$ cat src/rtl/mic_pkg.sv
`timescale 1ns / 1ps
// ----------------------------------------------------------------------------
// mic_pkg : shared types and codes of the multiset intersection counter
// Operation and status codes, and the request word that walks the cell chain.
// ----------------------------------------------------------------------------
package mic_pkg;

    localparam int KEY_BITS    = 32;
    localparam int OP_BITS     = 2;
    localparam int STATUS_BITS = 3;

    // operation codes
    localparam logic [OP_BITS-1:0] OP_CLEAR = 2'd0;
    localparam logic [OP_BITS-1:0] OP_LOAD  = 2'd1;
    localparam logic [OP_BITS-1:0] OP_PROBE = 2'd2;
    localparam logic [OP_BITS-1:0] OP_NONE  = 2'd3;

    // status codes
    localparam logic [STATUS_BITS-1:0] ST_CLEARED   = 3'd0;
    localparam logic [STATUS_BITS-1:0] ST_LOADED    = 3'd1;
    localparam logic [STATUS_BITS-1:0] ST_MATCHED   = 3'd2;
    localparam logic [STATUS_BITS-1:0] ST_UNMATCHED = 3'd3;
    localparam logic [STATUS_BITS-1:0] ST_FULL      = 3'd4;

    // request moving from cell to cell; done marks that a cell took it
    typedef struct packed {
        logic                valid;
        logic [OP_BITS-1:0]  op;
        logic [KEY_BITS-1:0] key;
        logic                done;
    } t_req;

endpackage

$ cat src/rtl/mic_cell.sv
`timescale 1ns / 1ps
// ----------------------------------------------------------------------------
// mic_cell : one table entry of the counting chain
// Holds one key and its count, serves the request passing by and hands the
// request on to the next cell through its request register.
// ----------------------------------------------------------------------------
module mic_cell #(
    parameter int COUNT_BITS = 16
) (
    input  logic          i_clk,
    input  logic          i_rst_n,
    input  logic          i_advance,
    input  mic_pkg::t_req i_req,
    output mic_pkg::t_req o_req
);

    logic                          r_valid;
    logic                          n_valid;
    logic [mic_pkg::KEY_BITS-1:0]  r_key;
    logic [mic_pkg::KEY_BITS-1:0]  n_key;
    logic [COUNT_BITS-1:0]         r_count;
    logic [COUNT_BITS-1:0]         n_count;
    mic_pkg::t_req                 r_req;
    mic_pkg::t_req                 n_req;
    logic                          w_match;

    assign w_match = r_valid && (r_key == i_req.key);

    // serve the passing request against this entry
    always_comb begin
        n_valid = r_valid;
        n_key   = r_key;
        n_count = r_count;
        n_req   = i_req;
        if (i_req.valid) begin
            case (i_req.op)
                mic_pkg::OP_CLEAR: begin
                    n_valid = 1'b0;
                end
                mic_pkg::OP_LOAD: begin
                    if (!i_req.done) begin
                        if (w_match) begin
                            if (r_count != {COUNT_BITS{1'b1}}) begin
                                n_count = r_count + COUNT_BITS'(1);
                            end
                            n_req.done = 1'b1;
                        end else if (!r_valid) begin
                            // first free entry: claim it
                            n_valid    = 1'b1;
                            n_key      = i_req.key;
                            n_count    = COUNT_BITS'(1);
                            n_req.done = 1'b1;
                        end
                    end
                end
                mic_pkg::OP_PROBE: begin
                    if (!i_req.done && w_match && (r_count != '0)) begin
                        n_count    = r_count - COUNT_BITS'(1);
                        n_req.done = 1'b1;
                    end
                end
                default: begin
                end
            endcase
        end
    end

    // advance entry and request together; hold while the output stalls
    always_ff @(posedge i_clk) begin
        if (!i_rst_n) begin
            r_valid     <= 1'b0;
            r_req.valid <= 1'b0;
        end else if (i_advance) begin
            r_valid <= n_valid;
            r_key   <= n_key;
            r_count <= n_count;
            r_req   <= n_req;
        end
    end

    assign o_req = r_req;

endmodule

$ cat config.mk
export PLATFORM = sky130hd
export DESIGN_NAME = mic_cell
export DESIGN_NICKNAME = d
export VERILOG_FILES = /design/src/rtl/mic_pkg.sv /design/src/rtl/mic_cell.sv
export SDC_FILE = /design/constraint.sdc
export NUM_CORES = 1
export LEC_CHECK = 0
export ABC_AREA = 1
export BUFFER_PORTS_ARGS = -buffer_cell sky130_fd_sc_hd__buf_2
export CAP_MARGIN = 15
export CORE_MARGIN = 1.5
export CORE_UTILIZATION = 50
export CTS_CLUSTER_SIZE = 16
export DETAILED_ROUTE_END_ITERATION = 6
export HOLD_SLACK_MARGIN = 0.06
export PLACE_DENSITY = 0.84
export SLEW_MARGIN = 20
export SYNTH_ARGS = -nofsm -noshare
export SYNTH_HDL_FRONTEND = slang
export SYNTH_SLANG_ARGS = --single-unit
$ cat constraint.sdc
create_clock -name i_clk -period 4.2 [get_ports i_clk]
set_input_delay 0.42 -clock i_clk [delete_from_list [all_inputs] [get_ports i_clk]]
set_output_delay 0.42 -clock i_clk [all_outputs]
set_load 0.02 [all_outputs]
Word-level counts from Yosys, hierarchy flattened
Cells that the tools add are included.
{"block": "totals", "ram_bits": 0, "latchBits": 0, "mem_bits_ro": 0, "reg_bits": 85, "elab_cells": 48, "out_inout_bits": 36, "n_memories": 0, "inputBits": 39}
{"block": "classes", "order_cmp": 0, "shift": 0, "div_mod_pow": 0, "n_mul": 0, "bitwise": 3, "n_addsub": 2, "n_reduce_logical": 12, "eq_ne": 9, "mux": 15}
{"operator": "$mux 16", "count": 5}
{"operator": "$eq 32x32->1", "count": 1}
{"operator": "$pmux 16 s2", "count": 1}
{"operator": "$add 16x1->16 const B", "count": 1}
{"operator": "$ne 16x16->1 const B", "count": 1}
{"operator": "$reduce_bool 16->1", "count": 1}
{"operator": "$sub 16x1->16 const B", "count": 1}
{"operator": "$reduce_and 8->1", "count": 1}
{"operator": "$mux 1", "count": 7}
{"operator": "$reduce_and 7->1", "count": 1}
{"operator": "$ne 2x2->1 const B", "count": 3}
{"operator": "$ne 3x3->1 const B", "count": 2}
{"operator": "$reduce_and 5->1", "count": 1}
{"operator": "$pmux 1 s2", "count": 2}
{"operator": "$reduce_bool 2->1", "count": 2}
{"operator": "$logic_and 1x1->1", "count": 3}
{"operator": "$not 1->1", "count": 3}
{"operator": "$eq 2x1->1 const B", "count": 1}
{"operator": "$eq 2x2->1 const B", "count": 1}
{"operator": "$logic_not 2->1", "count": 1}
{"operator": "$reduce_and 2->1", "count": 1}
{"operator": "$logic_not 1->1", "count": 1}

Depth between registers and ports, before layout
Gate-level depths: netlist of run 1.
{"block": "depth", "ltp_word": 7, "depth_mapped": 13, "depth_no_buf": 13}

Worst setup path after synthesis of run 1
No wires, ideal clock.
{"block": "synth_path", "path_type": "input -> register", "from": "input i_req[34] (netlist bit)", "to": "register r_key[0] (netlist bit) (enable)", "t_arrival_ns": 2.964, "setup_ns": 0.461, "required_ns": 3.739, "n_path_buf": 0, "setup_slack_ns": 0.775, "cell_stages": 4, "path_cell_list": "inv_1 -> ha_1 -> inv_1 -> nor3_1"}
{"block": "synth_between", "elab_chain_cells": 2}
{"element": "start: declaration", "line": "mic_cell.sv:13", "rtl": "input mic_pkg::t_req i_req,"}
{"element": "$eq 2x1->1", "line": "mic_cell.sv:36", "rtl": "case (i_req.op)"}
{"element": "$reduce_and 7->1 (no source line)"}
{"element": "end signal: assignment", "line": "mic_cell.sv:75", "rtl": "r_key <= n_key;"}
{"element": "end: declaration", "line": "mic_cell.sv:19", "rtl": "logic [mic_pkg::KEY_BITS-1:0] r_key;"}
Every way passes these cells.
A chain may end at the register's enable or synchronous reset.

Final worst setup path of run 1
{"block": "layout_path", "from": "register r_count[0]", "to": "register r_count[10] (enable)"}
{"block": "layout_between", "elab_chain_cells": 4, "word_cells_on_any_way": 6, "cone_classes": "eq/ne: 3; reduce/logical: 3"}
{"element": "start: declaration", "line": "mic_cell.sv:21", "rtl": "logic [COUNT_BITS-1:0] r_count;"}
{"element": "start signal: assignment", "line": "mic_cell.sv:76", "rtl": "r_count <= n_count;"}
{"element": "$reduce_bool 16->1", "line": "mic_cell.sv:57", "rtl": "if (!i_req.done && w_match && (r_count != '0)) begin"}
{"element": "$logic_and 1x1->1", "line": "mic_cell.sv:57"}
{"element": "$ne 2x2->1 (no source line)"}
{"element": "$reduce_and 8->1 (no source line) (*)"}
Every way passes the cells marked *; elsewhere a longest branch is shown, timed or not.

==> results of run 1 <==
-- power breakdown --
group	leakage, nW	total, mW	internal (mW)	switching, mW
registers	0.780	0.967	0.959	0.00860
logic	1.07	0.138	0.0484	0.0891
clock network	0.0850	0.511	0.216	0.295
-- how the worst max path moves through the flow --
stage	depth (start not counted)	end	slack (ns)
final	13	r_count[10]	2.04
after CTS	13	r_count[14]	2.04
after detailed placement	6	r_count[2]	1.91
after global routing	13	r_count[9]	1.89
after floorplan	4	r_key[0]	0.77
after global placement	6	r_count[3]	2.06
-- worst reg2reg max path: cells and delay by family (launching register included) --
family / cells / cell delay [ns]
buffers and inverters: 1 / 0.21
DFF: 1 / 0.45
and+or+nand+nor: 11 / 1.00
adders and majority gates: 1 / 0.23
-- layout by cell type, fill, tap and decap left out, types with 2 or more instances in the layout --
cell type,Yosys,routed
sky130_fd_sc_hd__nor3_1,3,2
sky130_fd_sc_hd__nor2_2,6,6
sky130_fd_sc_hd__clkinv_1,1,2
sky130_fd_sc_hd__clkbuf_8,0,9
sky130_fd_sc_hd__nand4_1,5,5
sky130_fd_sc_hd__dfxtp_1,2,2
sky130_fd_sc_hd__nor3_2,1,2
sky130_fd_sc_hd__clkinv_2,0,2
sky130_fd_sc_hd__nor2_4,2,2
sky130_fd_sc_hd__buf_2,1,74
sky130_fd_sc_hd__nand3b_1,2,2
sky130_fd_sc_hd__o21ai_1,13,13
sky130_fd_sc_hd__nor2_1,26,26
sky130_fd_sc_hd__nor4_1,2,2
sky130_fd_sc_hd__buf_4,0,3
sky130_fd_sc_hd__inv_1,51,51
sky130_fd_sc_hd__a21oi_1,11,11
sky130_fd_sc_hd__xor2_1,11,11
sky130_fd_sc_hd__o21ai_0,16,16
sky130_fd_sc_hd__xnor2_1,21,21
sky130_fd_sc_hd__a21boi_0,2,2
sky130_fd_sc_hd__nand2_1,92,92
sky130_fd_sc_hd__clkinvlp_4,0,2
sky130_fd_sc_hd__nand2_2,4,4
sky130_fd_sc_hd__edfxtp_1,83,83
sky130_fd_sc_hd__ha_1,6,6
sky130_fd_sc_hd__nand3_1,12,12
-- layout make-up --
type / instances / area [sq um]
Fill cell: 635 / 3060
Clock inverter: 7 / 48.8
Clock buffer: 9 / 124
Multi-Input combinational cell: 241 / 1320
Sequential cell: 85 / 2530
Timing Repair Buffer: 77 / 393
Tap cell: 102 / 128
Inverter: 53 / 199
-- flip-flops by register name (all words and copies together), names as in the netlist --
name     count
r_valid      1
r_count     16
r_key       32
o_req       36
-- cell families after synthesis --
| logic type | after synthesis | share of synthesized area [%] |
|---|---|---|
| AND/OR/NAND/NOR | 159 | 17.9 |
| XOR/XNOR | 32 | 6.91 |
| AO/OA/AOI/OAI | 44 | 5.67 |
| adder cells (fa/ha/maj) | 6 | 1.85 |
| buffers and inverters | 56 | 5.24 |
| flip-flops | 85 | 62.4 |
-- metal layers --
metal	part of all wire [%]	GRT usage (%)	vias up
met4	2.1	7.83	0
met3	6.4	4.72	12
met1	43	24.8	1323
met2	49	31.4	106
met5	0	0	-
li1	-	-	1442
==> run summary, run 1 <==
==================================================================================================
Clock latency reported for the late side of the worst-skew pair                            0.36 ns
Number of antenna violations at the first check in global routing                                0
Power per Cell Area                                                                    341 nW/um^2
Die H                                                                                      93.1 um
Seq cells post-synth                                                                            85
Startpoint type of the worst setup path                                                   register
Startpoint of the tightest hold check path                                               i_req[15]
Longest Clk Path Bufs                                                                            2
Status                                                                                finished clean
Number of enable-type register cells in the synthesized netlist                                 83
Setup TNS                                                                                     0 ns
Netlist area before placement                                                           4060 sq um
Layout Nets                                                                                    512
Final number of max-transition violations                                                        0
Crit-path most repeated cell                                                          sky130_fd_sc_hd__nand2_1
Number of optimization iterations in the first detailed-route pass                               5
Cell types occupying the most area after synthesis                                    sky130_fd_sc_hd__edfxtp_1, sky130_fd_sc_hd__nand2_1, sky130_fd_sc_hd__inv_1
Clock Skew                                                                               0.0116 ns
CTS sink cnt                                                                                    85
Remaining antenna violation count after routing                                                  0
Antenna fix cells                                                                                0
Global placement routability congestion                                                      0.913
Final Worst Setup Slack                                                                    2.04 ns
Worst-margin pin slew                                                                     0.467 ns
Area of the core region                                                                 7810 sq um
Overflow after GRT                                                                               0
Cell accounting for the most synthesized area                                         sky130_fd_sc_hd__edfxtp_1
Post-route worst hold slack                                                               0.270 ns
Count of final hold-check violations                                                             0
Layout overhead on the synthesized area                                                      16.9%
Top-area cell type share of the netlist area                                                 61.4%
Depth of the CTS H-tree                                                                          3
Slowest stage cell on the critical path                                               sky130_fd_sc_hd__edfxtp_1
Detail-routed via count per cell                                                              5.02
Placement Setup Slack                                                                      1.91 ns
Placed Instance Area                                                                    4570 sq um
Post-route total power                                                                     1.62 mW
Number of library cell types mapped by synthesis                                                32
Period utilization                                                                           51.4%
Leakage                                                                                    1.93 nW
Delay of the slowest critical-path stage                                                   0.45 ns
Max-cap check violation count                                                                    0
End of the worst hold path                                                               o_req[15]
GRT Overall Usage                                                                            19.3%
Sequential-to-total area share from yosys stat                                               62.4%
Timing startpoint of the critical path                                                  r_count[0]
Maximum frequency from static timing analysis                                            0.463 GHz
Crit path time final                                                                       2.16 ns
Largest net degree at the start of global routing                                               37
Tightest Hold Check Type                                                                    in2reg
Crit-path leading delay family                                                        simple AND/OR/NAND/NOR gates
Via count of the first global-routing pass                                                    2796
Post-detailed-route wirelength per cell                                                    13.3 um
Remaining max-slew budget at the tightest pin                                                68.8%
R2R cell count                                                                                  13
Effective utilization at floorplan                                                           52.0%
Post-synth ARST share                                                                           0%
Commonest cells post-synth                                                            sky130_fd_sc_hd__nand2_1, sky130_fd_sc_hd__edfxtp_1, sky130_fd_sc_hd__inv_1, sky130_fd_sc_hd__nor2_1, sky130_fd_sc_hd__xnor2_1
Data arrival time at the worst-slack endpoint                                              2.26 ns
Nature of the critical path endpoint                                                      register
Ys flop type                                                                          sky130_fd_sc_hd__edfxtp_1
Type of the worst setup path                                                               reg2reg
Cells after Synth                                                                              382
Total Routed Length                                                                        7610 um
Post-CTS Repair Setup Buffers                                                                    0
Final setup viols                                                                                0
Half-perimeter wire length after placement                                                 5620 um
Number of cells in the design after placement                                                  558
I/O pin count                                                                                   75
Post-layout instance area                                                               4740 sq um
Clock transition time at the flip-flop clock pins of the worst setup and hold paths        0.09 ns
Worst vdd ir                                                                            0.000236 V
Number of remaining DRC errors                                                                   0
Critical-path maximum fanout                                                                    16
Share of post-route cells with drive strength above 1                                        23.5%
RR Startpoint                                                                           r_count[0]
RSZ-0062 raised after global routing                                                         false
Total of buffers placed on input and output ports                                               74
Worst R2R Setup Slack                                                                      2.04 ns
Full die area                                                                           8670 sq um
Leading cell type by number of instances after synthesis                              sky130_fd_sc_hd__nand2_1
Net count after synthesis                                                                      427
Die W                                                                                      93.1 um
Finished Layout Cells                                                                          574
Cells along the critical path                                                         ha_1 > nand2_2 > nor2_4 > nand2_2 > nor2_4 > nand3_4 > nor3_4 > nand2_1 > nand2_1 > nand2_1 > nand2_1 > nor2_1 > buf_4
Starting DRC count in detailed routing                                                         235
Number of buffers added by the clock tree synthesis step                                         9
Number of warnings reported in the yosys synthesis log                                           0
Placement row count                                                                             32
Number of gates resized after cts                                                                0
Bufs and invs on worst path                                                                      1
Share of the core filled with cells in the final layout                                      60.8%
Mapped Avg Cell Area                                                                    10.6 sq um
CTS tree                                                                                       yes
# hold bufs at CTS                                                                               0
Total vias in the final route                                                                 2883
Worst flop-to-flop path endpoint                                                       r_count[10]
Clock root buffer master                                                              sky130_fd_sc_hd__clkbuf_8
Required time of the critical path                                                         4.30 ns
Cell depth of the worst min-delay path                                                           1
First-pass GRT wire length                                                                12800 um
==================================================================================================
No activity file was read; power rests on OpenSTA's default activity.
==> run 2: changes to the inputs <==
--- a/config.mk
+++ b/config.mk
@@ -13,7 +13,7 @@
 export CTS_CLUSTER_SIZE = 16
 export DETAILED_ROUTE_END_ITERATION = 6
 export HOLD_SLACK_MARGIN = 0.06
-export PLACE_DENSITY = 0.84
+export PLACE_DENSITY = 0.87
 export SLEW_MARGIN = 20
 export SYNTH_ARGS = -nofsm -noshare
 export SYNTH_HDL_FRONTEND = slang
==> constraint.sdc (replaced) <==
create_clock -name i_clk -period 1.95 [get_ports i_clk]
set_input_delay 0.195 -clock i_clk [delete_from_list [all_inputs] [get_ports i_clk]]
set_output_delay 0.195 -clock i_clk [all_outputs]
set_load 0.02 [all_outputs]
==> run summary, run 2 (synthesis results as in run 1) <==
==================================================================================================
Depth of the CTS H-tree                                                                          3   unchanged
Nature of the critical path endpoint                                                      register
Violations in the final reports                                                       setup timing
GRT Overall Usage                                                                            25.4%   +6.1 points
Post-route total power                                                                     3.91 mW   +140%
Worst vdd ir                                                                            0.000536 V   +130%
Area of the core region                                                                 7810 sq um   unchanged
Total Routed Length                                                                       12400 um   +63%
Required time of the critical path                                                         2.03 ns   -2.27 ns
Fill cell total of the finished layout                                                         449   -29%
Number of remaining DRC errors                                                                   0   unchanged
Clock share of power                                                                         36.7%   +5.1 points
Die W                                                                                      93.1 um   unchanged
Total vias in the final route                                                                 3679   +28%
Global placement routability congestion                                                      0.904   -1.0%
Clock root buffer master                                                              sky130_fd_sc_hd__clkbuf_8
End of the worst hold path                                                               o_req[23]
CTS sink cnt                                                                                    85   unchanged
Via count of the first global-routing pass                                                    3452   +23%
Critical-path maximum fanout                                                                     8   -8
Pint                                                                                       2.96 mW   +140%
Final Worst Setup Slack                                                                  -0.180 ns   -2.22 ns
Commonest cells after routing, fill and taps aside                                    sky130_fd_sc_hd__nand2_1, sky130_fd_sc_hd__edfxtp_1, sky130_fd_sc_hd__buf_2
Net load switching power                                                                    956 uW   +140%
Effective utilization at floorplan                                                           52.0%   unchanged
Status                                                                                finished with violations
Max FFs per register                                                                            36   unchanged
Longest Clk Path Bufs                                                                            2   unchanged
Antenna fix cells                                                                                0   unchanged
Startpoint type of the worst setup path                                                   register
First-pass GRT wire length                                                                16600 um   +30%
Data arrival time at the worst-slack endpoint                                              2.21 ns   -0.05 ns
Starting DRC count in detailed routing                                                         374   +59%
Clock transition time at the flip-flop clock pins of the worst setup and hold paths        0.09 ns   about the same
Period utilization                                                                            109%   +58 points
Share of post-route cells with drive strength above 1                                        33.9%   +10 points
Remaining max-slew budget at the tightest pin                                                67.3%   -1.5 points
Number of buffers added by the clock tree synthesis step                                         9   unchanged
RSZ-0062 raised after global routing                                                          true
Tightest Hold Check Type                                                                    in2reg
Startpoint of the tightest hold check path                                               i_req[23]
Total of buffers placed on input and output ports                                               74   unchanged
Worst R2R Setup Slack                                                                     -0.18 ns   -2.22 ns
Overflow after GRT                                                                               0   unchanged
Die H                                                                                      93.1 um   unchanged
CTS tree                                                                                       yes
Worst-margin pin slew                                                                     0.490 ns   +0.0229 ns
Full die area                                                                           8670 sq um   unchanged
Number of optimization iterations in the first detailed-route pass                               6   +1
Most common library cell in the layout ignoring fill and taps                         sky130_fd_sc_hd__nand2_1
Power per Cell Area                                                                    700 nW/um^2   +110%
Cell depth of the worst min-delay path                                                           1   unchanged
Type of the worst setup path                                                               reg2reg
Layout Nets                                                                                    571   +12%
Count of final hold-check violations                                                             0   unchanged
Final number of max-transition violations                                                        0   unchanged
Final setup viols                                                                               31   +31
Placement row count                                                                             32   unchanged
Leakage                                                                                    2.34 nW   +21%
Max-cap check violation count                                                                    0   unchanged
Placement Setup Slack                                                                    -0.231 ns   -2.14 ns
Detail-routed via count per cell                                                              5.81   +16%
Part of the total power dissipated in combinational logic                                     9.9%   +1.4 points
Crit path time final                                                                       2.13 ns   -0.0293 ns
Placed Instance Area                                                                    4790 sq um   +4.7%
Worst flop-to-flop path endpoint                                                        r_count[5]
Number of antenna violations at the first check in global routing                                0   unchanged
Clock latency reported for the late side of the worst-skew pair                            0.37 ns   about the same
Largest net degree at the start of global routing                                               36   -2.7%
Share of total power in sequential cells                                                     53.4%   -6.5 points
Remaining antenna violation count after routing                                                  0   unchanged
I/O pin count                                                                                   75   unchanged
R2R cell count                                                                                  12   -1
Proportion of total power due to net switching                                               24.4%   +0.14 points
Layout overhead on the synthesized area                                                      37.6%
Post-detailed-route wirelength per cell                                                    19.6 um   +48%
Half-perimeter wire length after placement                                                 6360 um   +13%
Clock Skew                                                                               0.0132 ns   +0.00154 ns
Post-layout instance area                                                               5590 sq um   +18%
RR Startpoint                                                                             r_key[6]
Maximum frequency from static timing analysis                                            0.469 GHz   +1.4%
==================================================================================================
-- run 2: changes by cell type in the layout (fill, tap and decap cells not counted), sizes merged --
cell / delta
buf: +34
bufinv: +2
clkbuf: +1
clkinv: -2
clkinvlp: -1
dlygate4sd3: +23
dlymetal6s4s: +1
inv: +1
-- run 2: routing by layer --
metal | GRT usage [%] | part of all wire [%]
met5 | 0 | 0
met4 | 13.5 | 7.2
met3 | 5.53 | 7.6
met2 | 46.2 | 52
met1 | 27.3 | 34
-- run 2: what timing repair did --
| action | CTS | global route |
|---|---|---|
| hold buffers | 19 | 5 |
| hold endpoints to repair | 33 | 7 |
| resized for setup | 3 | 49 |
| pin swaps | 4 | 17 |
| cloned | 0 | 1 |
| buffers inserted | 6 | 12 |
| setup endpoints to repair | 16 | 31 |
-- run 2: critical path, stage by stage, from the launching register on --
cell and delay (ns):
sky130_fd_sc_hd__edfxtp_1 0.42, sky130_fd_sc_hd__xnor2_1 0.24, sky130_fd_sc_hd__nand2_1 0.13, sky130_fd_sc_hd__nor2_1 0.12
sky130_fd_sc_hd__nand2_1 0.10, sky130_fd_sc_hd__nor2_4 0.14, sky130_fd_sc_hd__nand2_2 0.09, sky130_fd_sc_hd__nand2_2 0.08
sky130_fd_sc_hd__nand2_1 0.07, sky130_fd_sc_hd__nand2_2 0.08, sky130_fd_sc_hd__nand2_2 0.08, sky130_fd_sc_hd__nor2_4 0.15
sky130_fd_sc_hd__buf_12 0.16
-- run 2: cell type report --
type | count | area [sq um] | share of cell area (%)
clock buffer | 9 | 124 | 2.22
clock inverter | 7 | 101 | 1.81
inverter | 53 | 203 | 3.63
multi-input combinational | 241 | 1510 | 27.1
sequential | 85 | 2530 | 45.3
tap | 102 | 128 | 2.28
timing repair buffer | 136 | 985 | 17.6
-- run 2: worst max-delay path by stage --
stage / endpoint / slack, ns / from
2_1_floorplan: r_count[0] / 0.07 / r_count[0]
6_report: r_count[5] / -0.18 / r_key[6]
5_1_grt: r_count[15] / -0.26 / r_key[6]
4_1_cts: r_count[4] / -0.03 / r_key[8]
3_3_place_gp: r_count[8] / -0.09 / r_key[29]
3_5_place_dp: r_count[4] / -0.23 / r_key[5]
-- run 2: through the flow --
stage                     TNS (ns)  cells  hold WS [ns]  utilization (%)
after floorplan                  0    382         0.294                -
after global placement       -1.41    581         0.407             61.3
after detailed placement     -3.68    581         0.411             61.3
after CTS                   -0.430    622        0.0602             67.6
after global routing         -6.16    633        0.0591             71.6
final                        -3.54    633        0.0584             71.6
-- run 2: power by group through the flow --
stage / Sequential [mW] / Clock [mW] / Combinational [mW]
after floorplan: 2.19 / 0 / 0.0977
after global placement: 2.12 / 0 / 0.304
after detailed placement: 2.13 / 0 / 0.319
after CTS: 2.08 / 1.41 / 0.356
after global routing: 2.09 / 1.51 / 0.415
final: 2.09 / 1.44 / 0.388
==> run 3: changes to the inputs <==
--- a/config.mk
+++ b/config.mk
@@ -5,7 +5,6 @@
 export SDC_FILE = /design/constraint.sdc
 export NUM_CORES = 1
 export LEC_CHECK = 0
-export ABC_AREA = 1
 export BUFFER_PORTS_ARGS = -buffer_cell sky130_fd_sc_hd__buf_2
 export CAP_MARGIN = 15
 export CORE_MARGIN = 1.5
==> run summary, run 3 <==
==================================================================================================
Placement row count                                                                             31   -3.1%
Required time of the critical path                                                         2.02 ns   about the same
Global routing's busiest layer                                                                met2
Fraction of met3 tracks used by global routing                                               7.96%   +2.4 points
Ys flop type                                                                          sky130_fd_sc_hd__edfxtp_1
Commonest cells post-synth                                                            sky130_fd_sc_hd__edfxtp_1, sky130_fd_sc_hd__xor2_1, sky130_fd_sc_hd__nand2_1, sky130_fd_sc_hd__nand3_1, sky130_fd_sc_hd__nor4_1
Depth of the CTS H-tree                                                                          3   unchanged
R2R cell count                                                                                   8   -4
Combined flip-flop and latch cell area                                                  2530 sq um   unchanged
Clock Skew                                                                               0.0104 ns   -0.00271 ns
Final Worst Setup Slack                                                                  -0.593 ns   -0.413 ns
CTS sink cnt                                                                                    85   unchanged
First-pass GRT wire length                                                                16000 um   -3.7%
Timing startpoint of the critical path                                                   r_key[25]
Longest Clk Path Bufs                                                                            2   unchanged
Largest net degree at the start of global routing                                               33   -8.3%
Layout overhead on the synthesized area                                                      35.9%
Sequential-to-total area share from yosys stat                                               65.2%   +2.9 points
Starting DRC count in detailed routing                                                         238   -36%
Area of the core region                                                                 7370 sq um   -5.6%
Detail-routed via count per cell                                                              5.88   +1.2%
Total Routed Length                                                                       10800 um   -13%
Share of the core filled with cells in the final layout                                      71.6%   about the same
Worst flop-to-flop path endpoint                                                        r_count[4]
Combined area of the multi-input logic cells                                            1430 sq um   -5.8%
Power per Cell Area                                                                    695 nW/um^2   -0.82%
Die W                                                                                      91.1 um   -2.1%
Period utilization                                                                            130%   +21 points
Clock transition time at the flip-flop clock pins of the worst setup and hold paths        0.08 ns   about the same
Post-synth ARST share                                                                           0%   unchanged
Status                                                                                finished with violations
Worst-margin pin slew                                                                     0.798 ns   +0.308 ns
Seq cells post-synth                                                                            85   unchanged
Most common library cell in the layout ignoring fill and taps                         sky130_fd_sc_hd__edfxtp_1
Number of cells in the design after placement                                                  508   -13%
Netlist area before placement                                                           3880 sq um   -4.4%
Destination of the critical timing path                                                 r_count[4]
Full die area                                                                           8300 sq um   -4.2%
Cells after Synth                                                                              291   -24%
Remaining max-slew budget at the tightest pin                                                46.3%   -21 points
Top-area cell type share of the netlist area                                                 64.2%   +2.8 points
Final setup viols                                                                               33   +6.5%
Clock root buffer master                                                              sky130_fd_sc_hd__clkbuf_8
Effective utilization at floorplan                                                           52.7%   +0.68 points
Worst R2R Setup Slack                                                                     -0.59 ns   -0.41 ns
Post-detailed-route wirelength per cell                                                    20.1 um   +2.8%
Global placement routability congestion                                                      0.895   -1.0%
Maximum frequency from static timing analysis                                            0.393 GHz   -16%
Violations in the final reports                                                       setup timing
Tightest Hold Check Type                                                                    in2reg
I/O pin count                                                                                   75   unchanged
Post-route worst hold slack                                                              0.0583 ns   -0.0000750 ns
Via count of the first global-routing pass                                                    3192   -7.5%
Worst vdd ir                                                                            0.000721 V   +35%
Placement Setup Slack                                                                    -0.497 ns   -0.266 ns
Cells along the critical path                                                         xor2_1 > nor4_1 > nand4_1 > buf_4 > nor3_4 > a31oi_4 > nor4_4 > buf_6
Antenna fix cells                                                                                0   unchanged
Net count after synthesis                                                                      336   -21%
Layout Nets                                                                                    481   -16%
Remaining antenna violation count after routing                                                  0   unchanged
Number of warnings reported in the yosys synthesis log                                           0   unchanged
Total vias in the final route                                                                 3169   -14%
Finished Layout Cells                                                                          539   -15%
Startpoint type of the worst setup path                                                   register
Cell types occupying the most area after synthesis                                    sky130_fd_sc_hd__edfxtp_1, sky130_fd_sc_hd__xor2_1, sky130_fd_sc_hd__nor4_1
Leakage                                                                                    2.00 nW   -15%
Fill cell total of the finished layout                                                         467   +4.0%
Nature of the critical path endpoint                                                      register
Max-cap check violation count                                                                    0   unchanged
Met1 GRT Util                                                                                29.1%   +1.7 points
Total of buffers placed on input and output ports                                               74   unchanged
GRT Overall Usage                                                                            25.4%   about the same
Type of the worst setup path                                                               reg2reg
Overflow after GRT                                                                               0   unchanged
Number of remaining DRC errors                                                                   0   unchanged
Cell accounting for the most synthesized area                                         sky130_fd_sc_hd__edfxtp_1
Final number of max-transition violations                                                        0   unchanged
Delay of the slowest critical-path stage                                                   0.40 ns   -0.02 ns
Number of optimization iterations in the first detailed-route pass                               7   +1
Startpoint of the tightest hold check path                                               i_req[32]
Critical-path maximum fanout                                                                     9   +1
Half-perimeter wire length after placement                                                 6220 um   -2.3%
Clock latency reported for the late side of the worst-skew pair                            0.36 ns   about the same
Max FFs per register                                                                            36   unchanged
Crit path time final                                                                       2.54 ns   +0.413 ns
Number of enable-type register cells in the synthesized netlist                                 83   unchanged
RR Startpoint                                                                            r_key[25]
Commonest cells after routing, fill and taps aside                                    sky130_fd_sc_hd__edfxtp_1, sky130_fd_sc_hd__buf_2, sky130_fd_sc_hd__buf_4
Data arrival time at the worst-slack endpoint                                              2.61 ns   +0.40 ns
Count of final hold-check violations                                                             0   unchanged
Mapped Avg Cell Area                                                                    13.3 sq um   +26%
Number of antenna violations at the first check in global routing                                0   unchanged
RSZ-0062 raised after global routing                                                          true
Met2 Track Usage GR                                                                          44.8%   -1.5 points
Slowest stage cell on the critical path                                               sky130_fd_sc_hd__edfxtp_1
Number of library cell types mapped by synthesis                                                43   +34%
CTS tree                                                                                       yes
Die H                                                                                      91.1 um   -2.1%
Share of post-route cells with drive strength above 1                                        39.8%   +5.9 points
Number of buffers added by the clock tree synthesis step                                         9   unchanged
Leading cell type by number of instances after synthesis                              sky130_fd_sc_hd__edfxtp_1
==================================================================================================
-- run 3: cell types whose count changed after synthesis, sizes merged, moves of 6 or more --
cell    change
o311ai      +6
xnor2      -18
nor3        +6
nor4       +11
nand2      -75
o21ai      -21
xor2       +23
inv        -43
nor2       -24
clkbuf      +7
-- run 3: critical path: cells and delay by family, from the launching register on --
family	cells	cell delay, ns
AND/OR/NAND/NOR	4	1.14
flip-flops	1	0.40
buffers and inverters	2	0.40
XOR/XNOR	1	0.18
AO/OA/AOI/OAI	1	0.13
-- run 3: per-stage QoR --
step                area (sq um)  setup TNS (ns)  power [mW]
floorplan                   3980          -10.32        2.29
global placement            4840          -12.71        2.45
detailed placement          4840          -14.05        2.46
CTS                         5170          -12.77        3.62
global route                5280          -21.42        3.75
finish                      5280          -16.88        3.66
-- run 3: cell type report --
class | count | share of cell area, %
clock buffer | 10 | 2.42
clock inverter | 5 | 0.972
inverter | 9 | 0.640
multi-input combinational | 183 | 27.0
sequential | 85 | 48.0
tap | 99 | 2.35
timing repair buffer | 148 | 18.6
-- run 3: logic make-up (layout without fill, tap and decap cells) --
family	Yosys count	in the layout	synth area share, %
buffers and inverters	23	172	2.71
adder cells (fa/ha/maj)	6	6	1.93
XOR/XNOR	37	37	8.35
flip-flops	85	85	65.2
AO/OA/AOI/OAI	45	45	8.19
AND/OR/NAND/NOR	92	92	12.7
multiplexers	3	3	0.838
-- run 3: worst min path at each step --
stage,slack [ns],endpoint,cells after the start
floorplan,0.29,o_req[10],0
global placement,0.41,r_key[31],1
detailed placement,0.42,r_key[20],1
CTS,0.06,o_req[33],1
global route,0.05,o_req[32],1
finish,0.06,o_req[32],1
-- run 3: what timing repair did --
item,CTS,global route
endpoints found under the hold margin,14,3
hold buffers,8,3
pin swaps,6,5
setup endpoints to repair,33,33
setup buffers,2,3
gates resized for setup,11,8
-- run 3: layer usage --
metal | vias to the layer above | share of wire (%)
li1 | 1401 | -
met1 | 1528 | 37
met2 | 194 | 51
met3 | 46 | 8.4
met4 | 0 | 3.4
met5 | - | 0
-- run 3: power breakdown --
part	internal [mW]	total (mW)	leakage (nW)	switching (mW)
sequential	2.06	2.09	0.779	0.0213
combinational	0.155	0.384	1.13	0.230
clock	0.580	1.19	0.0916	0.615
